===== src/sv/gdcr_ram.sv =====
// ----------------------------------------------------------------------------
// gdcr_ram
// Generic simple dual port RAM, one write port, one registered read port.
// ----------------------------------------------------------------------------
module gdcr_ram #(
  parameter int WIDTH = 8,
  parameter int DEPTH = 64
) (
  input  logic                     clk,
  input  logic                     we,
  input  logic [$clog2(DEPTH)-1:0] waddr,
  input  logic [WIDTH-1:0]         wdata,
  input  logic [$clog2(DEPTH)-1:0] raddr,
  output logic [WIDTH-1:0]         rdata
);

  logic [WIDTH-1:0] mem [DEPTH];

  always_ff @(posedge clk) begin
    if (we) begin
      mem[waddr] <= wdata;
    end
    rdata <= mem[raddr];
  end

endmodule


===== config.mk =====
export PLATFORM = sky130hd
export DESIGN_NAME = gdcr_ram
export DESIGN_NICKNAME = d
export VERILOG_FILES = /design/src/sv/gdcr_ram.sv
export SDC_FILE = /design/constraint.sdc
export NUM_CORES = 1
export LEC_CHECK = 0
export BUFFER_PORTS_ARGS = -buffer_cell sky130_fd_sc_hd__buf_2
export CORE_MARGIN = 2
export CORE_UTILIZATION = 70
export CTS_BUF_LIST = sky130_fd_sc_hd__clkbuf_8
export CTS_CLUSTER_SIZE = 14
export DETAILED_ROUTE_END_ITERATION = 6
export PLACE_DENSITY = 0.87
export SLEW_MARGIN = 40
export SYNTH_ARGS = -nofsm -noshare
export SYNTH_HDL_FRONTEND = slang
export SYNTH_SLANG_ARGS = --single-unit

===== constraint.sdc =====
create_clock -name clk -period 3.83 [get_ports clk]
set_clock_uncertainty 0.05 [all_clocks]
set_input_delay 0.5745 -clock clk [delete_from_list [all_inputs] [get_ports clk]]
set_output_delay 0.5745 -clock clk [all_outputs]
set_load 0.03 [all_outputs]

==> flow_metrics.tcl <==
set metrics [dict create \
    status "finished, final reports clean" \
    fp.dieW_um 174 \
    die-area_um2 30200 \
    syn_inst 940 \
    wl_per_cell_um 30.8 \
    insertion_delay_ns 0.60 \
    wl_um 45100 \
    r2r-end "rdata[5]" \
    grt_max_degree 65 \
    start_util 0.706 \
    io_buffers 29 \
    area_delta_synth_final_pct 10.0 \
    grt_use_total 0.308 \
    finalNetCount 1041 \
    syn_area_um2 20200 \
    path_cells "clkbuf_8, buf_4, mux4_2, mux2_2, o221a_2, nor3_1, o32ai_1" \
    drc 0 \
    rows 62 \
    synthArstFlopShare 0 \
    swShare 0.221 \
    total_power_uw 11000 \
    firstDrtPassIters 7 \
    hpwl_um 27000 \
    placed_area_um2 20700 \
    cts_hold_buf 0 \
    synth.avg_cell_area_um2 21.5 \
    fin_area_um2 22200 \
    synth.distinct_cells 40 \
    setup_viol 0 \
    crit_path_start_kind "input port" \
    power_frac_comb 0.055 \
    cts_buffer_depth 3 \
    period_needed_ns 2.76 \
    yosys_warnings 0 \
    min_from "raddr[5]" \
    antenna_found_initial 1 \
    p_leak_uw 0.00698 \
    hold_violations 0 \
    synth_edf_count 512 \
    grt_pass1_wl_um 66200 \
    reg2reg_depth 4 \
    clkTransAtPathRegs_ns 0.06 \
    required_ns 4.22 \
    postCtsResizedCells 0 \
    p_seq_frac 0.573 \
    end_kind "register" \
    num_io_pins 30 \
    hold_class "input port to register" \
    switchingPower_uw 2440 \
    path_class "input port to register" \
    critical_path_buf_inv_count 2 \
    rsz0062_at_grt "false" \
    synth_ff_type "edfxtp_1" \
    max_freq_mhz 363 \
    diodes 0 \
    synth_seq_area_share 0.770 \
    fin_util 0.777 \
    numCtsBuffers 78 \
    slowest_delay_ns 0.52 \
    die_height_um 174 \
    slew_violations 0 \
    grt_pass1_vias 10400 \
    finalCritPeriodShare 0.720 \
    p_int_uw 8580 \
    p_per_area_nw_per_um2 497 \
    place.gp.congestion 0.831 \
    via_per_inst 7.02 \
    relSlewSlack 0.410 \
    synth_nets 962 \
    numClockSinks 520 \
    tns_ns 0 \
    drtIter0Drc 1606 \
    vdd_drop_max_mv 0.308 \
    arrival_ns 3.15 \
    tightest_slew_ns 0.882 \
    crit_family "multiplexers" \
    post_cts_buffers 0 \
    min_to "rdata[0]" \
    hold_path_depth 3 \
    r2r-start "mem[3][5]" \
    core_area_um2 28500 \
    r2r_slack_ns 1.56 \
    root_buffer "clkbuf_8" \
    htreeDepth 3 \
    cts_tree "yes" \
    maxCapViolCount 0 \
    grt_remaining_overflow 0 \
    setup_slack_ns 1.07 \
    dpl_worst_slack_ns 0.567 \
    slowest_stage "mux4_2" \
    nFillCells 1368 \
    drive_above_1_share 0.295 \
    ys_ff_latch 520 \
    clkPwrFrac 0.371 \
    cp_max_fo 45 \
    vias 10300 \
    ant_nets 0 \
]
-- power groups by stage --
| stage | logic [uW] | clock network (uW) | registers (uW) |
|---|---|---|---|
| after floorplan | 336 | 0 | 6450 |
| after CTS | 594 | 4110 | 6320 |
| after detailed placement | 588 | 0 | 6440 |
| after global routing | 633 | 4340 | 6320 |
| after global placement | 562 | 0 | 6440 |
| final | 607 | 4090 | 6320 |
-- routing by layer --
layer	GRT usage	share of wire	up-vias
met3	0.0625	0.12	119
met1	0.442	0.36	5190
met2	0.493	0.50	854
met4	0.102	0.029	0
li1	-	-	4103
met5	0	0	-
-- cell usage in the layout (no fill, tap or decap), types with 14 or more instances in the layout --
master / instances
nor2_2: 33
nor2_1: 50
nand2_1: 19
clkinv_1: 26
buf_2: 17
edfxtp_1: 512
nor2b_1: 14
mux2i_1: 23
mux4_2: 126
buf_4: 29
inv_1: 20
clkbuf_8: 80
-- through the flow --
| step | hold WS [ns] | cells |
|---|---|---|
| finish | 0.387 | 1463 |
| global route | 0.380 | 1463 |
| global placement | 0.738 | 1323 |
| detailed placement | 0.805 | 1323 |
| CTS | 0.343 | 1463 |
| floorplan | 0.623 | 940 |
-- worst min-delay path, stage by stage --
cell and delay (ns):
buf_2 0.24, nand2_1 0.11, o2bb2ai_1 0.06
-- registers in the layout, indices dropped and copies added (netlist names) --
| signal | cells |
|---|---|
| mem | 512 |
| rdata | 8 |
-- synth_stat cells, types with 3 or more instances --
| cell | instances | area share |
|---|---|---|
| edfxtp_1 | 512 | 0.76 |
| mux4_2 | 126 | 0.14 |
| nor2_1 | 83 | 0.015 |
| mux2i_1 | 23 | 0.011 |
| nand2_1 | 19 | 0.0035 |
| clkbuf_1 | 17 | 0.0032 |
| nor2b_1 | 14 | 0.0043 |
| buf_4 | 13 | 0.0048 |
| mux2_2 | 13 | 0.0073 |
| nand3_1 | 13 | 0.0032 |
| buf_2 | 11 | 0.0027 |
| dfxtp_1 | 8 | 0.0079 |
| o221ai_1 | 8 | 0.0035 |
| o22ai_1 | 8 | 0.0025 |
| nand2b_1 | 7 | 0.0022 |
| nor3_1 | 7 | 0.0017 |
| a221oi_1 | 6 | 0.0026 |
| a211oi_1 | 4 | 0.0015 |
| buf_1 | 4 | 0.00074 |
| buf_6 | 4 | 0.0022 |
| a21oi_1 | 3 | 0.00074 |
| a22oi_1 | 3 | 0.0011 |
| nand3b_1 | 3 | 0.0011 |
| o2111ai_1 | 3 | 0.0013 |
| o2bb2ai_1 | 3 | 0.0013 |
-- worst max-delay path by stage --
stage	from	endpoint	cells past startpoint
2_1_floorplan	raddr[1]	rdata[3]	7
3_3_place_gp	raddr[0]	rdata[5]	5
3_5_place_dp	raddr[0]	rdata[5]	5
4_1_cts	raddr[0]	rdata[4]	7
5_1_grt	raddr[0]	rdata[4]	7
6_report	raddr[0]	rdata[4]	7
-- layout make-up --
cell class | count | area (um^2) | area share
flip-flops and latches | 520 | 15500 | 0.700
clock inverters | 61 | 313 | 0.0141
well taps | 384 | 480 | 0.0217
multi-input cells | 369 | 4400 | 0.198
repair buffers | 50 | 377 | 0.0170
clock buffers | 79 | 1090 | 0.0490
-- cells by family after synthesis --
| family | after synthesis | share of synthesized area |
|---|---|---|
| flip-flops | 520 | 0.770 |
| multiplexers | 162 | 0.159 |
| AND/OR/NAND/NOR | 153 | 0.0339 |
| AO/OA/AOI/OAI | 54 | 0.0207 |
| buffers and inverters | 51 | 0.0157 |
No activity file was read; power rests on OpenSTA's default activity.
