File: src/sv/gdcr_div.sv
// ----------------------------------------------------------------------------
// gdcr_div
// Restoring unsigned divider, one quotient bit per cycle, done strobe.
// ----------------------------------------------------------------------------
module gdcr_div #(
  parameter int W = 40
) (
  input  logic         clk,
  input  logic         rst_n,
  input  logic         start,
  input  logic [W-1:0] num,
  input  logic [W-1:0] den,
  output logic         done,
  output logic [W-1:0] quot
);

  localparam int CTW = $clog2(W + 1);

  logic [W-1:0]   rem_r;
  logic [W-1:0]   q_r;
  logic [W-1:0]   den_r;
  logic [CTW-1:0] cnt_r;
  logic           run_r;
  logic           done_r;
  logic [W:0]     sh;
  logic [W:0]     diff;
  logic           ge;

  always_comb begin
    sh   = {rem_r, q_r[W-1]};
    ge   = sh >= {1'b0, den_r};
    diff = sh - {1'b0, den_r};
  end

  always_ff @(posedge clk) begin
    if (!rst_n) begin
      run_r  <= 1'b0;
      done_r <= 1'b0;
      cnt_r  <= '0;
    end else begin
      done_r <= 1'b0;
      if (start) begin
        run_r <= 1'b1;
        cnt_r <= '0;
      end else if (run_r) begin
        cnt_r <= cnt_r + 1'b1;
        if (cnt_r == CTW'(W - 1)) begin
          run_r  <= 1'b0;
          done_r <= 1'b1;
        end
      end
    end
  end

  always_ff @(posedge clk) begin
    if (start) begin
      rem_r <= '0;
      q_r   <= num;
      den_r <= den;
    end else if (run_r) begin
      rem_r <= ge ? diff[W-1:0] : sh[W-1:0];
      q_r   <= {q_r[W-2:0], ge};
    end
  end

  assign done = done_r;
  assign quot = q_r;

endmodule

File: config.mk
export PLATFORM = sky130hd
export DESIGN_NAME = gdcr_div
export DESIGN_NICKNAME = d
export VERILOG_FILES = /design/src/sv/gdcr_div.sv
export SDC_FILE = /design/constraint.sdc
export NUM_CORES = 1
export LEC_CHECK = 0
export ABC_AREA = 1
export BUFFER_PORTS_ARGS = -buffer_cell sky130_fd_sc_hd__buf_4
export CAP_MARGIN = 20
export CORE_UTILIZATION = 40
export CTS_CLUSTER_SIZE = 10
export DETAILED_ROUTE_END_ITERATION = 8
export SYNTH_ARGS = -nofsm -noshare
export SYNTH_HDL_FRONTEND = slang
export SYNTH_SLANG_ARGS = --single-unit
File: constraint.sdc
create_clock -name clk -period 4.55 [get_ports clk]
set_clock_uncertainty 0.05 [all_clocks]
set_input_delay 0.91 -clock clk [delete_from_list [all_inputs] [get_ports clk]]
set_output_delay 0.91 -clock clk [all_outputs]
set_load 0.02 [all_outputs]
==> flow_summary.yaml, run 1 <==
power:
  p_sw_frac: 0.274
  power.density_mw_per_mm2: 310
  combPwrFrac: 0.129
  power_uw: 3180
  ir_drop_uv: 206
  intPower_uw: 2310
  p_sw_uw: 869
  pwr-share-seq: 0.425
  power.share.clock: 0.445
  leakagePower_uw: 0.00543
synth:
  synth_top_family_by_area: "simple AND/OR/NAND/NOR gates"
  synth_top_cell_area_share: 0.284
  synthXorXnorAreaFrac: 0.0228
  yosys_warnings: 0
  ys.flop_type: "edfxtp_1"
  avgSynthCellArea_sq_um: 6.83
  yosysSeqAreaShare: 0.397
  syn-cell-area_sq_mm: 0.00847
  synth_seq_cells: 128
  synth_simple_gate_area_frac: 0.358
  synthAdderAreaFrac: 0.0629
  netlist_instances: 1240
  synth_edf_count: 80
  synth_mux_area_frac: 0
  synth.area.top_cells: "edfxtp_1 (28%), nand2_1 (23%), dfxtp_1 (11%), inv_1 (9.4%), ha_1 (6.1%)"
  synth_compound_area_frac: 0.0418
  synth_area_leader_cell: "edfxtp_1"
  syn_nets: 1365
  async_reset_ff_frac: 0
  synth_cell_types: 37
grt:
  grt_util_all_layers: 0.215
  antenna_found_initial: 0
  grt_pass1_wl_mm: 36.8
  overflow: 0
  grt_pass1_vias: 7477
  grt_max_degree: 50
route:
  finalWirelength_mm: 22.0
  drc_errors: 0
  dr.pass1.iters: 5
  ant_nets: 0
  drt_iter0_drc: 416
  routed_via_density: 4.67
  vias: 7676
  wire_per_inst_um: 13.4
floorplan:
  die_h_um: 148
  io_pins: 124
  rows: 52
  design.core.area_sq_mm: 0.0205
  fp.dieW_um: 148
  dieArea_sq_mm: 0.0218
  start_util: 0.413
cells_and_area:
  syn_to_final_growth_pct: 20.8
  drive_gt1_frac: 0.139
  fill_cells: 2167
  finalNetCount: 1487
  diodes: 0
worst_setup_path:
  worstPathArrival_ns: 3.18
  worst-r2r-setup-slack_ns: 1.64
  r2r_cells: 13
  crit_path_start_kind: "register"
  cp_max_fo: 40
  critPathKind: "register to register"
  crit-reg2reg-launch: "den_r[10]"
  crit_required_ns: 4.82
  endpoint_kind: "register"
  r2r_end: "rem_r[36]"
cts:
  cts_max_level: 4
  postCtsResizedCells: 0
  numCtsBuffers: 17
  cts_sinks: 128
  hold_buffers: 0
  clock_latency_ns: 0.43
  clockBufferDepth: 2
  clk_pin_slew_worst_paths_ns: 0.06
  cts_tree: "yes"
  root_buffer: "clkbuf_16"
  postCtsSetupBuffers: 0
timing:
  slew_violations: 0
  worst_pin_slew_ns: 0.743
  setup_viol: 0
  fin_tns_setup_ns: 0
  post-route-period-util: 0.640
  min_period_ns: 2.91
  relSlewSlack: 0.502
  grt_setup_unrepaired: "no"
  hold_violations: 0
  max_freq_mhz: 344
worst_hold_path:
  min-delay-start: "rem_r[18]"
  min_path_cells: 2
  min_path_type: "register to register"
  hold-path-endpoint: "rem_r[18]"
run_status:
  status: "finished, final reports clean"
place:
  place_congestion: 0.948
  numPortBuffers: 123
  dp_hpwl_mm: 16.9
run:
  maxCapViolations: 0
## routing by layer
layer | GRT usage | wire, um | up-vias
met5 | 0 | 0 | -
met1 | 0.285 | 10800 | 3427
met3 | 0.0639 | 1460 | 11
met4 | 0.0428 | 141 | 0
li1 | - | - | 4067
met2 | 0.345 | 9670 | 171
## cells in the final DEF, fill, tap and decap left out, types with 21 or more instances in the layout
cell type,instances
nand2_1,519
inv_1,211
buf_4,131
nand3_1,91
edfxtp_1,80
nor2_1,71
dfxtp_1,48
ha_1,41
a21oi_1,28
nand3b_1,21
xnor2_1,21
## power by group through the flow
stage	sequential (uW)	combinational [uW]	clock, uW
after floorplan	1410	192	0
after global placement	1370	411	0
after detailed placement	1370	415	0
after CTS	1350	415	1440
after global routing	1360	459	1490
final	1350	411	1410
## synthesized netlist by cell type, types with 8 or more instances
master,number
nand2_1,519
nand3_1,91
edfxtp_1,80
clkbuf_1,13
xnor2_1,21
buf_2,8
inv_1,211
o21ai_0,8
inv_2,9
nor2_1,72
a21oi_1,28
nand3b_1,21
ha_1,41
nor2_2,8
o21ai_1,19
dfxtp_1,48
## cells by family (layout without fill, tap and decap cells)
family                   after synthesis  in the layout
buffers and inverters                250            385
AO/OA/AOI/OAI                         65             65
AND/OR/NAND/NOR                      733            733
adder cells (fa/ha/maj)               42             42
flip-flops                           128            128
XOR/XNOR                              22             22
## flip-flops by register name, summed over array words and instances (netlist names)
name and flops:
run_r 1, den_r 40, quot 40, done 1, cnt_r 6, rem_r 40
## area by class of cell
cell class	count	area, sq um	share of cell area
flip-flops and latches	128	3360	0.329
multi-input cells	862	4120	0.402
repair buffers	131	983	0.0961
clock buffers	17	425	0.0416
clock inverters	15	175	0.0171
inverters	222	833	0.0814
well taps	270	338	0.0330
## per-stage QoR
stage,setup WS [ns],instances,utilization,hold slack (ns),instance area [sq um]
after floorplan,1.40,1240,-,0.394,8470
after global placement,1.64,1613,0.470,0.409,9630
after detailed placement,1.58,1613,0.470,0.407,9630
after CTS,1.63,1645,0.499,0.419,10200
after global routing,1.28,1645,0.499,0.438,10200
final,1.64,1645,0.499,0.419,10200
## how the worst max path moves through the flow
stage,startpoint,endpoint,slack (ns),depth (start not counted)
finish,den_r[10],rem_r[36],1.64,13
global route,den_r[3],rem_r[28],1.28,15
CTS,den_r[8],rem_r[7],1.63,15
detailed placement,start,quot[29],1.58,5
global placement,start,quot[26],1.64,5
floorplan,start,quot[0],1.40,4
## critical path, cell delays in order, from the launching register on
cell and delay [ns]:
edfxtp_1 0.32, inv_1 0.05, ha_1 0.34, nand2_1 0.12, nor2_1 0.26, nand2_1 0.12, nor2_1 0.09, nand2_1 0.09
nand3_2 0.09, nand2_2 0.40, nand2_4 0.56, nand3_1 0.14, nand2_1 0.10, nand2_1 0.05
(Power assumes the default switching activity.)
==> run 2, diff against run 1 <==
Clock period 4.55 ns to 2.7 ns, I/O delays scaled along.
==> flow_summary.yaml, run 2 (synthesis gave the netlist of run 1 again) <==
cells_and_area:
  fill_cells: 2133
  finalNetCount: 1495
  final_common_cell: "nand2_1"
  drive_gt1_frac: 0.145
  fin_util: 0.504
  diodes: 0
  multi_input_area_sq_mm: 0.00412
  syn_to_final_growth_pct: 22.0
  mostFrequentLayoutCells: "nand2_1 (519), inv_1 (211), buf_4 (136)"
  register_area_sq_mm: 0.00336
timing:
  slew_violations: 0
  grt_setup_unrepaired: "no"
  worst_pin_slew_ns: 0.633
  hold_violations: 0
  fin_tns_setup_ns: 0
  post-route-period-util: 0.929
  relSlewSlack: 0.578
  setup_viol: 0
  min_period_ns: 2.51
  max_freq_mhz: 399
place:
  numPortBuffers: 123
  dp_hpwl_mm: 17.6
  place_congestion: 0.959
cts:
  cts_max_level: 4
  numCtsBuffers: 17
  cts_tree: "yes"
  cts_sinks: 128
  clock_latency_ns: 0.44
  clk_pin_slew_worst_paths_ns: 0.07
  root_buffer: "clkbuf_16"
  clockBufferDepth: 2
  hold_buffers: 0
grt:
  grt_pass1_vias: 7551
  grt_util_all_layers: 0.219
  grt_pass1_wl_mm: 37.2
  overflow: 0
  antenna_found_initial: 0
  grt_max_degree: 58
route:
  ant_nets: 0
  routed_via_density: 4.67
  wire_per_inst_um: 13.8
  vias: 7722
  drt_iter0_drc: 402
  finalWirelength_mm: 22.7
  drc_errors: 0
  dr.pass1.iters: 5
worst_setup_path:
  worst-r2r-setup-slack_ns: 0.19
  critPathKind: "register to register"
  cp_max_fo: 14
  crit_required_ns: 2.96
  r2r_end: "rem_r[11]"
  r2r_cells: 15
  worstPathArrival_ns: 2.76
  crit_path_start_kind: "register"
  endpoint_kind: "register"
  crit-reg2reg-launch: "den_r[15]"
power:
  power.density_mw_per_mm2: 519
  ir_drop_uv: 351
  leakagePower_uw: 0.00549
floorplan:
  design.core.area_sq_mm: 0.0205
  start_util: 0.413
  die_h_um: 148
  dieArea_sq_mm: 0.0218
  rows: 52
  io_pins: 124
  fp.dieW_um: 148
worst_hold_path:
  min_path_type: "input port to register"
  min_path_cells: 1
  hold-path-endpoint: "den_r[22]"
  min-delay-start: "den[22]"
run:
  maxCapViolations: 0
run_status:
  status: "finished, final reports clean"
-- run 2: layer usage --
layer	track usage	vias up	part of all wire	routed length [um]
met5	0	-	0	0
met4	0.0773	0	0.021	481
met3	0.0657	26	0.077	1750
met2	0.343	212	0.44	9910
met1	0.285	3396	0.47	10600
li1	-	4088	-	-
-- run 2: worst max-delay path by stage --
stage,from,endpoint,cells past startpoint
final,den_r[15],rem_r[11],15
after global routing,den_r[27],rem_r[16],15
after CTS,den_r[34],rem_r[36],13
after detailed placement,den_r[34],rem_r[37],13
after global placement,den_r[34],rem_r[35],13
after floorplan,start,quot[0],4
-- run 2: final cells by class --
type | count | area share
repair buffers | 139 | 0.104
clock buffers | 17 | 0.0412
multi-input cells | 862 | 0.399
clock inverters | 15 | 0.0178
flip-flops and latches | 128 | 0.325
well taps | 270 | 0.0327
inverters | 222 | 0.0806
-- run 2: metrics by stage --
step                total power, uW  hold WS (ns)  instances  area, sq um  setup WS (ns)
floorplan                      2700         0.394       1240         8470          0.509
global placement               3020         0.409       1619         9700       -0.00894
detailed placement             3020         0.408       1619         9700        -0.0280
CTS                            5430         0.205       1651        10300         0.0548
global route                   5580         0.208       1653        10300        0.00790
finish                         5370         0.226       1653        10300          0.192
-- run 2: report_power, final --
part / internal [uW] / leakage [uW] / switching (uW)
logic: 284 / 0.00400 / 419
clock network: 1340 / 0.000298 / 1060
registers: 2210 / 0.00119 / 54.3
-- run 2: worst max-delay path, cell delays in order (launching register included) --
cell and delay [ns]:
edfxtp_1 0.32, inv_1 0.07, ha_1 0.35, nand2_1 0.15
nor2_4 0.21, nand2_1 0.07, nor2_1 0.20, nand3b_1 0.11
nand2_1 0.12, nor2_4 0.05, buf_4 0.17, nand2_4 0.09
buf_4 0.20, nand2_1 0.08, nand3_1 0.07, o21ai_1 0.07
-- run 2: what timing repair did --
action	4_1_cts	5_1_grt
setup buffers	0	2
resized for setup	1	1
endpoints found under the setup margin	7	33
endpoints found under the hold margin	0	0
cloned	0	0
pin swaps	0	1
